--- src/rtl/line_rasterizer_defines.svh ---
// Assertion macros shared by the line rasterizer RTL.
`ifndef LINE_RASTERIZER_DEFINES_SVH
`define LINE_RASTERIZER_DEFINES_SVH

// Check a condition in the same cycle as its trigger.
`define LR_ASSERT_NOW(label, ante, cons, msg) \
	label: assert property (@(posedge clk) disable iff (!arst_n) (ante) |-> (cons)) \
		else $error(msg);

// Check a condition in the cycle after its trigger.
`define LR_ASSERT_NEXT(label, ante, cons, msg) \
	label: assert property (@(posedge clk) disable iff (!arst_n) (ante) |=> (cons)) \
		else $error(msg);

`endif

--- src/rtl/lr_pkg.sv ---
// Shared types and constants of the line rasterizer.
package lr_pkg;

	localparam int WIN_W     = 11;
	localparam int CFG_IDX_W = 2;

	localparam logic [WIN_W-1:0] WIN_RESET = 11'd700;

	// Configuration register indexes
	localparam logic [CFG_IDX_W-1:0] REG_WINDOW_WIDTH  = 2'd0;
	localparam logic [CFG_IDX_W-1:0] REG_WINDOW_HEIGHT = 2'd1;

	// Command word kinds
	typedef enum logic {
		KIND_LOAD = 1'b0,
		KIND_STEP = 1'b1
	} lr_kind_t;

	// Classification of one queued command word
	typedef struct packed {
		logic is_load;
		logic step_x_neg;
		logic step_y_neg;
		logic x_major;
	} lr_ctl_t;

	// Queue fill status
	typedef struct packed {
		logic empty;
		logic full;
	} lr_qstat_t;

	// Back-end status
	typedef struct packed {
		logic active;
		logic out_pending;
	} lr_bstat_t;

endpackage

--- src/rtl/lr_channels.sv ---
// Channel interfaces of the line rasterizer: commands, pixels, configuration.
interface lr_cmd_if #(parameter int COORD_BITS = 12) ();
	logic                         valid;
	logic                         ready;
	logic                         kind;
	logic signed [COORD_BITS-1:0] start_x;
	logic signed [COORD_BITS-1:0] start_y;
	logic signed [COORD_BITS-1:0] end_x;
	logic signed [COORD_BITS-1:0] end_y;

	modport source(output valid, kind, start_x, start_y, end_x, end_y, input ready);
	modport sink(input valid, kind, start_x, start_y, end_x, end_y, output ready);
endinterface

interface lr_pixel_if #(parameter int COORD_BITS = 12) ();
	logic                         valid;
	logic                         ready;
	logic signed [COORD_BITS-1:0] pixel_x;
	logic signed [COORD_BITS-1:0] pixel_y;
	logic                         visible;
	logic                         last;

	modport source(output valid, pixel_x, pixel_y, visible, last, input ready);
	modport sink(input valid, pixel_x, pixel_y, visible, last, output ready);
endinterface

interface lr_cfg_if ();
	logic                          valid;
	logic                          ready;
	logic [lr_pkg::CFG_IDX_W-1:0]  index;
	logic [lr_pkg::WIN_W-1:0]      data;

	modport source(output valid, index, data, input ready);
	modport sink(input valid, index, data, output ready);
endinterface

--- src/rtl/lr_front.sv ---
// Front end: accepts command words, computes deltas, directions and major axis.
module lr_front #(
	parameter int COORD_BITS = 12
) (
	lr_cmd_if.sink                  cmd,
	input  logic                    full,
	output logic                    push,
	output lr_pkg::lr_ctl_t         ctl,
	output logic [COORD_BITS-1:0]   abs_dx,
	output logic [COORD_BITS-1:0]   abs_dy
);
	import lr_pkg::*;

	localparam int C = COORD_BITS;

	logic [C:0] dx;
	logic [C:0] dy;
	logic [C:0] neg_dx;
	logic [C:0] neg_dy;

	// Take a word whenever the queue has room
	assign cmd.ready = !full;
	assign push      = cmd.valid && !full;

	// Signed deltas, one bit wider than a coordinate
	assign dx     = {cmd.end_x[C-1], cmd.end_x} - {cmd.start_x[C-1], cmd.start_x};
	assign dy     = {cmd.end_y[C-1], cmd.end_y} - {cmd.start_y[C-1], cmd.start_y};
	assign neg_dx = (~dx) + (C+1)'(1);
	assign neg_dy = (~dy) + (C+1)'(1);

	// Magnitudes always fit a coordinate width
	assign abs_dx = dx[C] ? neg_dx[C-1:0] : dx[C-1:0];
	assign abs_dy = dy[C] ? neg_dy[C-1:0] : dy[C-1:0];

	// Classify: a zero delta takes the negative direction
	always_comb begin
		ctl.is_load    = (lr_kind_t'(cmd.kind) == KIND_LOAD);
		ctl.step_x_neg = dx[C] || (dx == '0);
		ctl.step_y_neg = dy[C] || (dy == '0);
		ctl.x_major    = (abs_dx > abs_dy);
	end

endmodule

--- src/rtl/lr_queue.sv ---
// Short FIFO between the front end and the back end.
module lr_queue #(
	parameter int WIDTH = 8,
	parameter int DEPTH = 4
) (
	input  logic             clk,
	input  logic             arst_n,
	input  logic             push,
	input  logic [WIDTH-1:0] wdata,
	input  logic             pop,
	output logic [WIDTH-1:0] rdata,
	output lr_pkg::lr_qstat_t stat
);
	import lr_pkg::*;

	localparam int PTR_W = (DEPTH > 1) ? $clog2(DEPTH) : 1;
	localparam int CNT_W = $clog2(DEPTH + 1);

	logic [WIDTH-1:0] slot_q [DEPTH];
	logic [PTR_W-1:0] wr_ptr_q;
	logic [PTR_W-1:0] rd_ptr_q;
	logic [CNT_W-1:0] count_q;

	assign rdata      = slot_q[rd_ptr_q];
	assign stat.empty = (count_q == '0);
	assign stat.full  = (count_q == CNT_W'(DEPTH));

	// Store the pushed word
	always_ff @(posedge clk) begin
		if (push) begin
			slot_q[wr_ptr_q] <= wdata;
		end
	end

	// Advance pointers and fill count
	always_ff @(posedge clk or negedge arst_n) begin
		if (!arst_n) begin
			wr_ptr_q <= '0;
			rd_ptr_q <= '0;
			count_q  <= '0;
		end else begin
			if (push) begin
				wr_ptr_q <= (wr_ptr_q == PTR_W'(DEPTH - 1)) ? '0 : wr_ptr_q + PTR_W'(1);
			end
			if (pop) begin
				rd_ptr_q <= (rd_ptr_q == PTR_W'(DEPTH - 1)) ? '0 : rd_ptr_q + PTR_W'(1);
			end
			unique case ({push, pop})
				2'b10:   count_q <= count_q + CNT_W'(1);
				2'b01:   count_q <= count_q - CNT_W'(1);
				default: count_q <= count_q;
			endcase
		end
	end

endmodule

--- src/rtl/lr_back.sv ---
// Back end: holds the line state, steps the error term, registers one pixel.
module lr_back #(
	parameter int COORD_BITS = 12
) (
	input  logic                           clk,
	input  logic                           arst_n,
	input  logic                           q_empty,
	input  lr_pkg::lr_ctl_t                head_ctl,
	input  logic signed [COORD_BITS-1:0]   head_start_x,
	input  logic signed [COORD_BITS-1:0]   head_start_y,
	input  logic signed [COORD_BITS-1:0]   head_end_x,
	input  logic signed [COORD_BITS-1:0]   head_end_y,
	input  logic [COORD_BITS-1:0]          head_abs_dx,
	input  logic [COORD_BITS-1:0]          head_abs_dy,
	input  logic [lr_pkg::WIN_W-1:0]       window_width,
	input  logic [lr_pkg::WIN_W-1:0]       window_height,
	output logic                           pop,
	output lr_pkg::lr_bstat_t              stat,
	lr_pixel_if.source                     pixel
);
	import lr_pkg::*;

	localparam int C     = COORD_BITS;
	localparam int E_W   = COORD_BITS + 1;
	localparam int CMP_W = (COORD_BITS > WIN_W) ? COORD_BITS : WIN_W;

	// Line state
	logic signed [C-1:0] cur_x_q;
	logic signed [C-1:0] cur_y_q;
	logic signed [C-1:0] goal_x_q;
	logic signed [C-1:0] goal_y_q;
	logic [C-1:0]        abs_dx_q;
	logic [C-1:0]        abs_dy_q;
	logic [E_W-1:0]      err_q;
	logic                step_x_neg_q;
	logic                step_y_neg_q;
	logic                x_major_q;
	logic                active_q;

	// Output register
	logic                out_valid_q;
	logic signed [C-1:0] px_q;
	logic signed [C-1:0] py_q;
	logic                vis_q;
	logic                last_q;

	logic                out_free;
	logic                emit;
	logic                at_end;
	logic signed [C-1:0] emit_x;
	logic signed [C-1:0] emit_y;
	logic                emit_vis;
	logic [C-1:0]        major;
	logic [C-1:0]        minor;
	logic [C-1:0]        head_major;
	logic [E_W-1:0]      err_sub;
	logic [E_W-1:0]      err_add;
	logic                borrow;
	logic [C-1:0]        x_next;
	logic [C-1:0]        y_next;

	// Loads drain freely; steps wait for a free output slot
	assign out_free = !out_valid_q || pixel.ready;
	assign pop      = !q_empty && (head_ctl.is_load || out_free);
	assign emit     = pop && !head_ctl.is_load && active_q;

	// Pick the pixel: the goal point once the major axis reaches it
	assign at_end = x_major_q ? (cur_x_q == goal_x_q) : (cur_y_q == goal_y_q);
	assign emit_x = at_end ? goal_x_q : cur_x_q;
	assign emit_y = at_end ? goal_y_q : cur_y_q;

	// Clip against the window
	assign emit_vis = !emit_x[C-1] && (CMP_W'(emit_x[C-2:0]) < CMP_W'(window_width)) &&
	                  !emit_y[C-1] && (CMP_W'(emit_y[C-2:0]) < CMP_W'(window_height));

	// Error update: subtract minor delta, add major back on borrow
	assign major   = x_major_q ? abs_dx_q : abs_dy_q;
	assign minor   = x_major_q ? abs_dy_q : abs_dx_q;
	assign err_sub = err_q - {1'b0, minor};
	assign err_add = err_sub + {1'b0, major};
	assign borrow  = err_sub[E_W-1];

	assign x_next = step_x_neg_q ? cur_x_q - C'(1) : cur_x_q + C'(1);
	assign y_next = step_y_neg_q ? cur_y_q - C'(1) : cur_y_q + C'(1);

	assign head_major = head_ctl.x_major ? head_abs_dx : head_abs_dy;

	// Hold line state; load or step on each popped word
	always_ff @(posedge clk or negedge arst_n) begin
		if (!arst_n) begin
			cur_x_q      <= '0;
			cur_y_q      <= '0;
			goal_x_q     <= '0;
			goal_y_q     <= '0;
			abs_dx_q     <= '0;
			abs_dy_q     <= '0;
			err_q        <= '0;
			step_x_neg_q <= 1'b0;
			step_y_neg_q <= 1'b0;
			x_major_q    <= 1'b0;
			active_q     <= 1'b0;
			out_valid_q  <= 1'b0;
		end else begin
			if (pop && head_ctl.is_load) begin
				cur_x_q      <= head_start_x;
				cur_y_q      <= head_start_y;
				goal_x_q     <= head_end_x;
				goal_y_q     <= head_end_y;
				abs_dx_q     <= head_abs_dx;
				abs_dy_q     <= head_abs_dy;
				err_q        <= {2'b00, head_major[C-1:1]};
				step_x_neg_q <= head_ctl.step_x_neg;
				step_y_neg_q <= head_ctl.step_y_neg;
				x_major_q    <= head_ctl.x_major;
				active_q     <= 1'b1;
			end else if (emit) begin
				if (at_end) begin
					active_q <= 1'b0;
				end else begin
					err_q <= borrow ? err_add : err_sub;
					if (x_major_q || borrow) begin
						cur_x_q <= x_next;
					end
					if (!x_major_q || borrow) begin
						cur_y_q <= y_next;
					end
				end
			end
			if (emit) begin
				out_valid_q <= 1'b1;
			end else if (pixel.ready) begin
				out_valid_q <= 1'b0;
			end
		end
	end

	// Capture the pixel word
	always_ff @(posedge clk) begin
		if (emit) begin
			px_q   <= emit_x;
			py_q   <= emit_y;
			vis_q  <= emit_vis;
			last_q <= at_end;
		end
	end

	assign pixel.valid   = out_valid_q;
	assign pixel.pixel_x = px_q;
	assign pixel.pixel_y = py_q;
	assign pixel.visible = vis_q;
	assign pixel.last    = last_q;

	assign stat.active      = active_q;
	assign stat.out_pending = out_valid_q;

endmodule

--- src/rtl/line_rasterizer.sv ---
// Top level of the Bresenham line rasterizer with window clipping.
//
//   channel  dir  word                                       handshake
//   cmd      in   kind, start_x, start_y, end_x, end_y       valid/ready
//   pixel    out  pixel_x, pixel_y, visible, last            valid/ready
//   cfg      in   index, data (window_width, window_height)  valid/ready, always ready
//
// One command word per clock until the queue fills; a step word's pixel is registered
// as it leaves the queue, so pixels stream at one per clock unless the output stalls,
// paced by the back-end error add/compare and the single output register.
// Reset clears the line state and queue and sets both window registers to 700.
// A stalled pixel output holds steps in the queue; the front keeps taking words
// until the queue of QUEUE_DEPTH entries fills.
`include "line_rasterizer_defines.svh"

module line_rasterizer #(
	parameter int COORD_BITS  = 12,
	parameter int QUEUE_DEPTH = 4
) (
	input  logic       clk,
	input  logic       arst_n,
	lr_cmd_if.sink     cmd,
	lr_pixel_if.source pixel,
	lr_cfg_if.sink     cfg
);
	import lr_pkg::*;

	localparam int C     = COORD_BITS;
	localparam int ENT_W = 6 * COORD_BITS + $bits(lr_ctl_t);

	logic [WIN_W-1:0] window_width_q;
	logic [WIN_W-1:0] window_height_q;

	logic             push;
	logic             pop;
	lr_ctl_t          f_ctl;
	logic [C-1:0]     f_abs_dx;
	logic [C-1:0]     f_abs_dy;
	logic [ENT_W-1:0] q_wdata;
	logic [ENT_W-1:0] q_rdata;
	lr_qstat_t        q_stat;
	lr_bstat_t        b_stat;

	lr_ctl_t             h_ctl;
	logic signed [C-1:0] h_start_x;
	logic signed [C-1:0] h_start_y;
	logic signed [C-1:0] h_end_x;
	logic signed [C-1:0] h_end_y;
	logic [C-1:0]        h_abs_dx;
	logic [C-1:0]        h_abs_dy;

	// Configuration registers
	assign cfg.ready = 1'b1;

	always_ff @(posedge clk or negedge arst_n) begin
		if (!arst_n) begin
			window_width_q  <= WIN_RESET;
			window_height_q <= WIN_RESET;
		end else if (cfg.valid) begin
			if (cfg.index == REG_WINDOW_WIDTH) begin
				window_width_q <= cfg.data;
			end else if (cfg.index == REG_WINDOW_HEIGHT) begin
				window_height_q <= cfg.data;
			end
		end
	end

	// Classify incoming words
	lr_front #(
		.COORD_BITS(COORD_BITS)
	) u_front (
		.cmd    (cmd),
		.full   (q_stat.full),
		.push   (push),
		.ctl    (f_ctl),
		.abs_dx (f_abs_dx),
		.abs_dy (f_abs_dy)
	);

	// Queue the classified words
	assign q_wdata = {f_ctl, cmd.start_x, cmd.start_y, cmd.end_x, cmd.end_y, f_abs_dx, f_abs_dy};

	lr_queue #(
		.WIDTH(ENT_W),
		.DEPTH(QUEUE_DEPTH)
	) u_queue (
		.clk    (clk),
		.arst_n (arst_n),
		.push   (push),
		.wdata  (q_wdata),
		.pop    (pop),
		.rdata  (q_rdata),
		.stat   (q_stat)
	);

	assign {h_ctl, h_start_x, h_start_y, h_end_x, h_end_y, h_abs_dx, h_abs_dy} = q_rdata;

	// Execute loads and steps
	lr_back #(
		.COORD_BITS(COORD_BITS)
	) u_back (
		.clk           (clk),
		.arst_n        (arst_n),
		.q_empty       (q_stat.empty),
		.head_ctl      (h_ctl),
		.head_start_x  (h_start_x),
		.head_start_y  (h_start_y),
		.head_end_x    (h_end_x),
		.head_end_y    (h_end_y),
		.head_abs_dx   (h_abs_dx),
		.head_abs_dy   (h_abs_dy),
		.window_width  (window_width_q),
		.window_height (window_height_q),
		.pop           (pop),
		.stat          (b_stat),
		.pixel         (pixel)
	);

	// An empty queue cannot start a new pixel word
	`LR_ASSERT_NEXT(a_no_pixel_from_empty, q_stat.empty, !$rose(pixel.valid), "pixel from empty queue")

	// A line ends only by issuing its last pixel
	`LR_ASSERT_NOW(a_end_with_last, $fell(b_stat.active), pixel.valid && pixel.last, "line ended without last pixel")

	// Visible pixels have non-negative coordinates
	`LR_ASSERT_NOW(a_visible_nonneg, pixel.valid && pixel.visible, !pixel.pixel_x[COORD_BITS-1] && !pixel.pixel_y[COORD_BITS-1], "visible pixel off window")

	// Output register state matches the pixel channel
	`LR_ASSERT_NOW(a_pending_matches, 1'b1, b_stat.out_pending == pixel.valid, "output register out of step")

endmodule

--- src/flat_wrapper.sv ---
// flat-port wrapper written by rule: the top's interface ports become plain ports
module line_rasterizer_flat import lr_pkg::*;
#(
	parameter int COORD_BITS  = 12,
	parameter int QUEUE_DEPTH = 4
)
  (clk, arst_n, cmd_valid, cmd_kind, cmd_start_x, cmd_start_y, cmd_end_x, cmd_end_y, cmd_ready, pixel_valid, pixel_pixel_x, pixel_pixel_y, pixel_visible, pixel_last, pixel_ready, cfg_valid, cfg_index, cfg_data, cfg_ready);
  lr_cmd_if #(.COORD_BITS(COORD_BITS)) cmd_i ();
  lr_pixel_if #(.COORD_BITS(COORD_BITS)) pixel_i ();
  lr_cfg_if cfg_i ();
  input  logic clk;
  input  logic arst_n;
  input wire logic [$bits(cmd_i.valid)-1:0] cmd_valid;
  input wire logic [$bits(cmd_i.kind)-1:0] cmd_kind;
  input wire logic [$bits(cmd_i.start_x)-1:0] cmd_start_x;
  input wire logic [$bits(cmd_i.start_y)-1:0] cmd_start_y;
  input wire logic [$bits(cmd_i.end_x)-1:0] cmd_end_x;
  input wire logic [$bits(cmd_i.end_y)-1:0] cmd_end_y;
  output wire logic [$bits(cmd_i.ready)-1:0] cmd_ready;
  output wire logic [$bits(pixel_i.valid)-1:0] pixel_valid;
  output wire logic [$bits(pixel_i.pixel_x)-1:0] pixel_pixel_x;
  output wire logic [$bits(pixel_i.pixel_y)-1:0] pixel_pixel_y;
  output wire logic [$bits(pixel_i.visible)-1:0] pixel_visible;
  output wire logic [$bits(pixel_i.last)-1:0] pixel_last;
  input wire logic [$bits(pixel_i.ready)-1:0] pixel_ready;
  input wire logic [$bits(cfg_i.valid)-1:0] cfg_valid;
  input wire logic [$bits(cfg_i.index)-1:0] cfg_index;
  input wire logic [$bits(cfg_i.data)-1:0] cfg_data;
  output wire logic [$bits(cfg_i.ready)-1:0] cfg_ready;
  assign cmd_i.valid = cmd_valid;
  assign cmd_i.kind = cmd_kind;
  assign cmd_i.start_x = cmd_start_x;
  assign cmd_i.start_y = cmd_start_y;
  assign cmd_i.end_x = cmd_end_x;
  assign cmd_i.end_y = cmd_end_y;
  assign cmd_ready = cmd_i.ready;
  assign pixel_valid = pixel_i.valid;
  assign pixel_pixel_x = pixel_i.pixel_x;
  assign pixel_pixel_y = pixel_i.pixel_y;
  assign pixel_visible = pixel_i.visible;
  assign pixel_last = pixel_i.last;
  assign pixel_i.ready = pixel_ready;
  assign cfg_i.valid = cfg_valid;
  assign cfg_i.index = cfg_index;
  assign cfg_i.data = cfg_data;
  assign cfg_ready = cfg_i.ready;
  line_rasterizer #(.COORD_BITS(COORD_BITS), .QUEUE_DEPTH(QUEUE_DEPTH)) u_core (.clk(clk), .arst_n(arst_n), .cmd(cmd_i), .pixel(pixel_i), .cfg(cfg_i));
endmodule
--- config.mk ---
export PLATFORM = sky130hd
export DESIGN_NAME = line_rasterizer_flat
export DESIGN_NICKNAME = d
export VERILOG_FILES = /design/src/rtl/lr_pkg.sv /design/src/rtl/lr_channels.sv /design/src/rtl/lr_front.sv /design/src/rtl/lr_queue.sv /design/src/rtl/lr_back.sv /design/src/rtl/line_rasterizer.sv /design/src/flat_wrapper.sv
export VERILOG_INCLUDE_DIRS = /design/src /design/src/rtl
export SDC_FILE = /design/constraint.sdc
export NUM_CORES = 1
export LEC_CHECK = 0
export BUFFER_PORTS_ARGS = -buffer_cell sky130_fd_sc_hd__buf_2
export CORE_ASPECT_RATIO = 1.25
export CORE_MARGIN = 2
export CORE_UTILIZATION = 38
export CTS_CLUSTER_DIAMETER = 40
export DETAILED_ROUTE_END_ITERATION = 6
export MAX_ROUTING_LAYER = met4
export SETUP_SLACK_MARGIN = 0.02
export SLEW_MARGIN = 40
export SYNTH_ARGS = -nofsm -noshare
export SYNTH_HDL_FRONTEND = slang
export SYNTH_SLANG_ARGS = --single-unit
export TNS_END_PERCENT = 50
--- constraint.sdc ---
create_clock -name clk -period 4.5 [get_ports clk]
set_clock_uncertainty 0.05 [all_clocks]
set_input_delay 0.225 -clock clk [delete_from_list [all_inputs] [get_ports clk]]
set_output_delay 0.225 -clock clk [all_outputs]
set_load 0.02 [all_outputs]
==> impl_metrics.toml <==
[sta]
final.setup.tns_ns = 0
count_of_final_max_slew_check_failures = 0
top_achievable_clock_speed_ghz = 0.238
finalHoldViolCount = 0
timing.final.crit_share = 0.935
setup_repair_after_global_routing_missed_its_margin = "false"
max_slew_margin = 0.470
timing_worst_slew_pin_value_ns = 0.795
period_needed_ns = 4.21
setup_viol_count_final = 0

[die]
row_count = 99
initial_standard_cell_utilization_of_the_core = 0.382
fp.dieArea_mm2 = 0.0603
core_mm2 = 0.0581
floorplan_die_height_um = 274
die_w_um = 220
io_pins = 96

[route]
route.detailed.vias_per_inst = 5.23
drt_pre_antenna_iters = 5
drt_iter0_drc = 1041
vias = 14200
ant_nets = 0
route.final.wire_length_um = 52600
detail_route.drc_violations = 0
detail_route.wl_per_cell_um = 19.4

[cells_and_area]
fin_cells = 2719
final_layout_size_suffix_gt1_frac = 0.198
layout.nets = 2092
fillers = 5200
area_delta_synth_final_pct = 19.6

[placement]
gpl.final_weighted_congestion = 0.870
placedCellCount = 2534
port_buffers = 94
detailed_place_hpwl_um = 36700

[global_route]
first_pass_grt_wire_length_um = 82300
grt_util_all_layers = 0.183
vias_in_the_first_global_route = 14800
overflow = 0
grt_max_degree = 49
antenna_found_initial = 1

[synthesis]
synthFlopType = "edfxtp_1"
post-synth-top-count-cell = "edfxtp_1"
netlist_area_mm2 = 0.0222
post_synth_main_area_contributors = "edfxtp_1, dfrtp_1, mux4_2"
synth_common_cells = "edfxtp_1, nand2_1, ha_1"
async_reset_ff_frac = 0.265
yosysTopAreaCellShare = 0.447
synthesis.nets = 1881
post_synthesis_cell_type_with_the_largest_combined_area = "edfxtp_1"
number_of_flops_mapped_to_enable_cells_by_yosys = 330
ys_seq_area_frac = 0.582
synthesis.instances = 1699
post_synth_num_cell_types = 73
ys_warn_count = 0
synthesis.area_per_instance_um2 = 13.1
ys_ff_latch = 449

[cts]
numClockSinks = 449
cts_inserted_buffers = 61
cts_post_setup_buffers_inserted = 0
cts.path.max_buffers = 3
clk_latency_ns = 0.63
clock_tree.root_cell = "clkbuf_16"
clkSlewWorstSetupHoldPaths_ns = 0.05
cts_tree = "yes"
clock_tree.htree_level_count = 2

[critical_path]
crit_path_max_fanout = 7
cp-start-kind = "primary input"
worst_ep_required_time_ns = 4.79
crit_chain = "dlygate4sd3_1 -> buf_2 -> inv_1 -> ha_1 -> inv_1 -> fa_1 -> a21oi_2 -> o211ai_1 -> o211a_1 -> o21a_1 -> o21ai_2 -> a21oi_1 -> nor2_1 -> xor2_1 -> ha_1 -> a21o_1 -> a21o_1 -> a21oi_1 -> nor2_1 -> a2111oi_2 -> nor2_2"
worst_path_dominant_cell_family = "compound AO/OA/AOI/OAI gates"
cp_slowest_stage_delay_ns = 0.53
cp.depth = 21
critical_path_arrival_ns = 4.50
critPathCaptureType = "flip-flop"
crit_slowest_cell = "dlygate4sd3_1"
critical_path.n_buffers_inverters = 4
reg2regPathDepth = 16
path_class = "primary input to flip-flop"

[power_and_ir_drop]
worst_ir_drop_vdd_uv = 469
p_leak_nw = 10.5
power_density_mw_per_mm2 = 835

[flow_run]
drv_cap = 0

[hold_path]
whs_path_depth = 3
hold_class = "primary input to flip-flop"

[outcome]
result_of_the_run = "finished clean"
[layout make-up]
cell class	count	area, µm²	share of cell area
Clock buffer	72	1600	0.0602
Timing Repair Buffer	206	1500	0.0564
Inverter	85	319	0.0120
Clock inverter	42	454	0.0171
Antenna cell	1	2.50	0.0000943
Tap cell	757	947	0.0357
Multi-Input combinational cell	1107	8800	0.332
Sequential cell	449	12900	0.487
[metal layers]
layer  track usage  share of wire  vias to the layer above
met2         0.306           0.50                      270
met3        0.0263          0.036                       95
li1              -              -                     6726
met1         0.229           0.44                     7129
met4        0.0600          0.029                        0
met5             -              0                        -
[power by group]
part	total (mW)	switching (mW)	internal, mW
sequential	6.56	0.635	5.93
clock	4.78	1.94	2.83
combinational	10.8	6.28	4.53
total	22.1	8.86	13.3
[per-stage QoR]
stage	utilization	area (µm²)	power, mW	hold slack (ns)	setup WS (ns)
3_3_place_gp	0.408	23700	17.2	0.265	0.175
4_1_cts	0.456	26500	22.3	0.0150	0.255
3_5_place_dp	0.408	23700	17.4	0.251	0.143
6_report	0.457	26500	22.1	0.00474	0.292
5_1_grt	0.457	26500	23.8	0.0894	0.0354
2_1_floorplan	-	22200	14.6	-0.121	0.409
[cell families (layout without fill, tap and decap cells)]
logic type | Yosys count | after routing | synth area share
AND/OR/NAND/NOR | 498 | 498 | 0.0983
buffers and inverters | 143 | 405 | 0.0252
other | 1 | 2 | 0.000169
adder cells (fa/ha/maj) | 115 | 115 | 0.0673
XOR/XNOR | 106 | 106 | 0.0419
flip-flops | 449 | 449 | 0.582
AO/OA/AOI/OAI | 235 | 235 | 0.0721
multiplexers | 152 | 152 | 0.113
[repair_timing]
action / in CTS / in global routing
gates resized for setup: 0 / 8
hold endpoints to repair: 265 / 0
hold buffers: 70 / 0
endpoints found under the setup margin: 0 / 4
[worst paths after layout]
check / from / endpoint / slack [ns]
hold reg to reg: u_core.u_queue.count_q[2]$_DFFE_PN0P_ / u_core.u_queue.count_q[2]$_DFFE_PN0P_ / 0.44
setup reg to reg: u_core.u_back.x_major_q$_DFFE_PN0P_ / u_core.u_back.err_q[11]$_DFFE_PN0P_ / 0.45
hold / removal: pixel_ready / u_core.u_back.pixel.valid$_DFFE_PN0P_ / 0.005
max in group asynchronous: arst_n / u_core.u_back.goal_y_q[11]$_DFFE_PN0P_ / 3.22
min in group asynchronous: arst_n / u_core.u_queue.rd_ptr_q[0]$_DFFE_PN0P_ / 0.15
setup / recovery: cmd_end_y[0] / u_core.u_queue.slot_q[2][72]$_DFFE_PP_ / 0.29
[registers in the layout, summed over array words and instances, names as in the netlist, 2 cells and up]
name                         cells
u_core.u_queue.slot_q          304
u_core.u_back.err_q             13
u_core.u_back.abs_dx_q          12
u_core.u_back.abs_dy_q          12
u_core.u_back.cur_x_q           12
u_core.u_back.cur_y_q           12
u_core.u_back.goal_x_q          12
u_core.u_back.goal_y_q          12
u_core.u_back.pixel.pixel_x     12
u_core.u_back.pixel.pixel_y     12
u_core.window_height_q          11
u_core.window_width_q           11
u_core.u_queue.count_q           3
u_core.u_queue.rd_ptr_q          2
u_core.u_queue.wr_ptr_q          2
[worst register-to-register path, delay by kind of cell, from the launching register on]
| family | cells | cell delay, ns |
|---|---|---|
| flops | 1 | 0.45 |
| xor+xnor | 1 | 0.15 |
| fa+ha+maj | 2 | 0.59 |
| simple gates | 3 | 0.45 |
| compound gates | 7 | 1.55 |
| mux | 2 | 0.44 |
| buf+inv | 1 | 0.22 |
[placed cells by master, fill, tap and decap left out, drive strengths merged, types with 6 or more instances in the layout]
cell | netlist | layout
a21o | 23 | 23
fa | 7 | 7
o21ai | 71 | 71
a211oi | 12 | 12
nor2b | 10 | 10
or2 | 6 | 6
o221ai | 7 | 7
mux2i | 45 | 45
clkbuf | 41 | 72
xor2 | 47 | 47
nand3 | 28 | 28
xnor2 | 59 | 59
a31oi | 8 | 8
a21oi | 40 | 40
or3 | 10 | 10
clkinv | 0 | 16
mux4 | 76 | 76
edfxtp | 330 | 330
a2111oi | 6 | 6
dlygate4sd3 | 0 | 70
ha | 108 | 108
nand2b | 9 | 9
nor2 | 89 | 89
dfstp | 12 | 12
dfrtp | 107 | 107
mux2 | 31 | 31
buf | 17 | 136
nand4 | 11 | 11
inv | 85 | 102
nor3 | 33 | 33
and3 | 9 | 9
nand2 | 270 | 270
o21a | 14 | 14
Power figures use the tool's default switching activity.
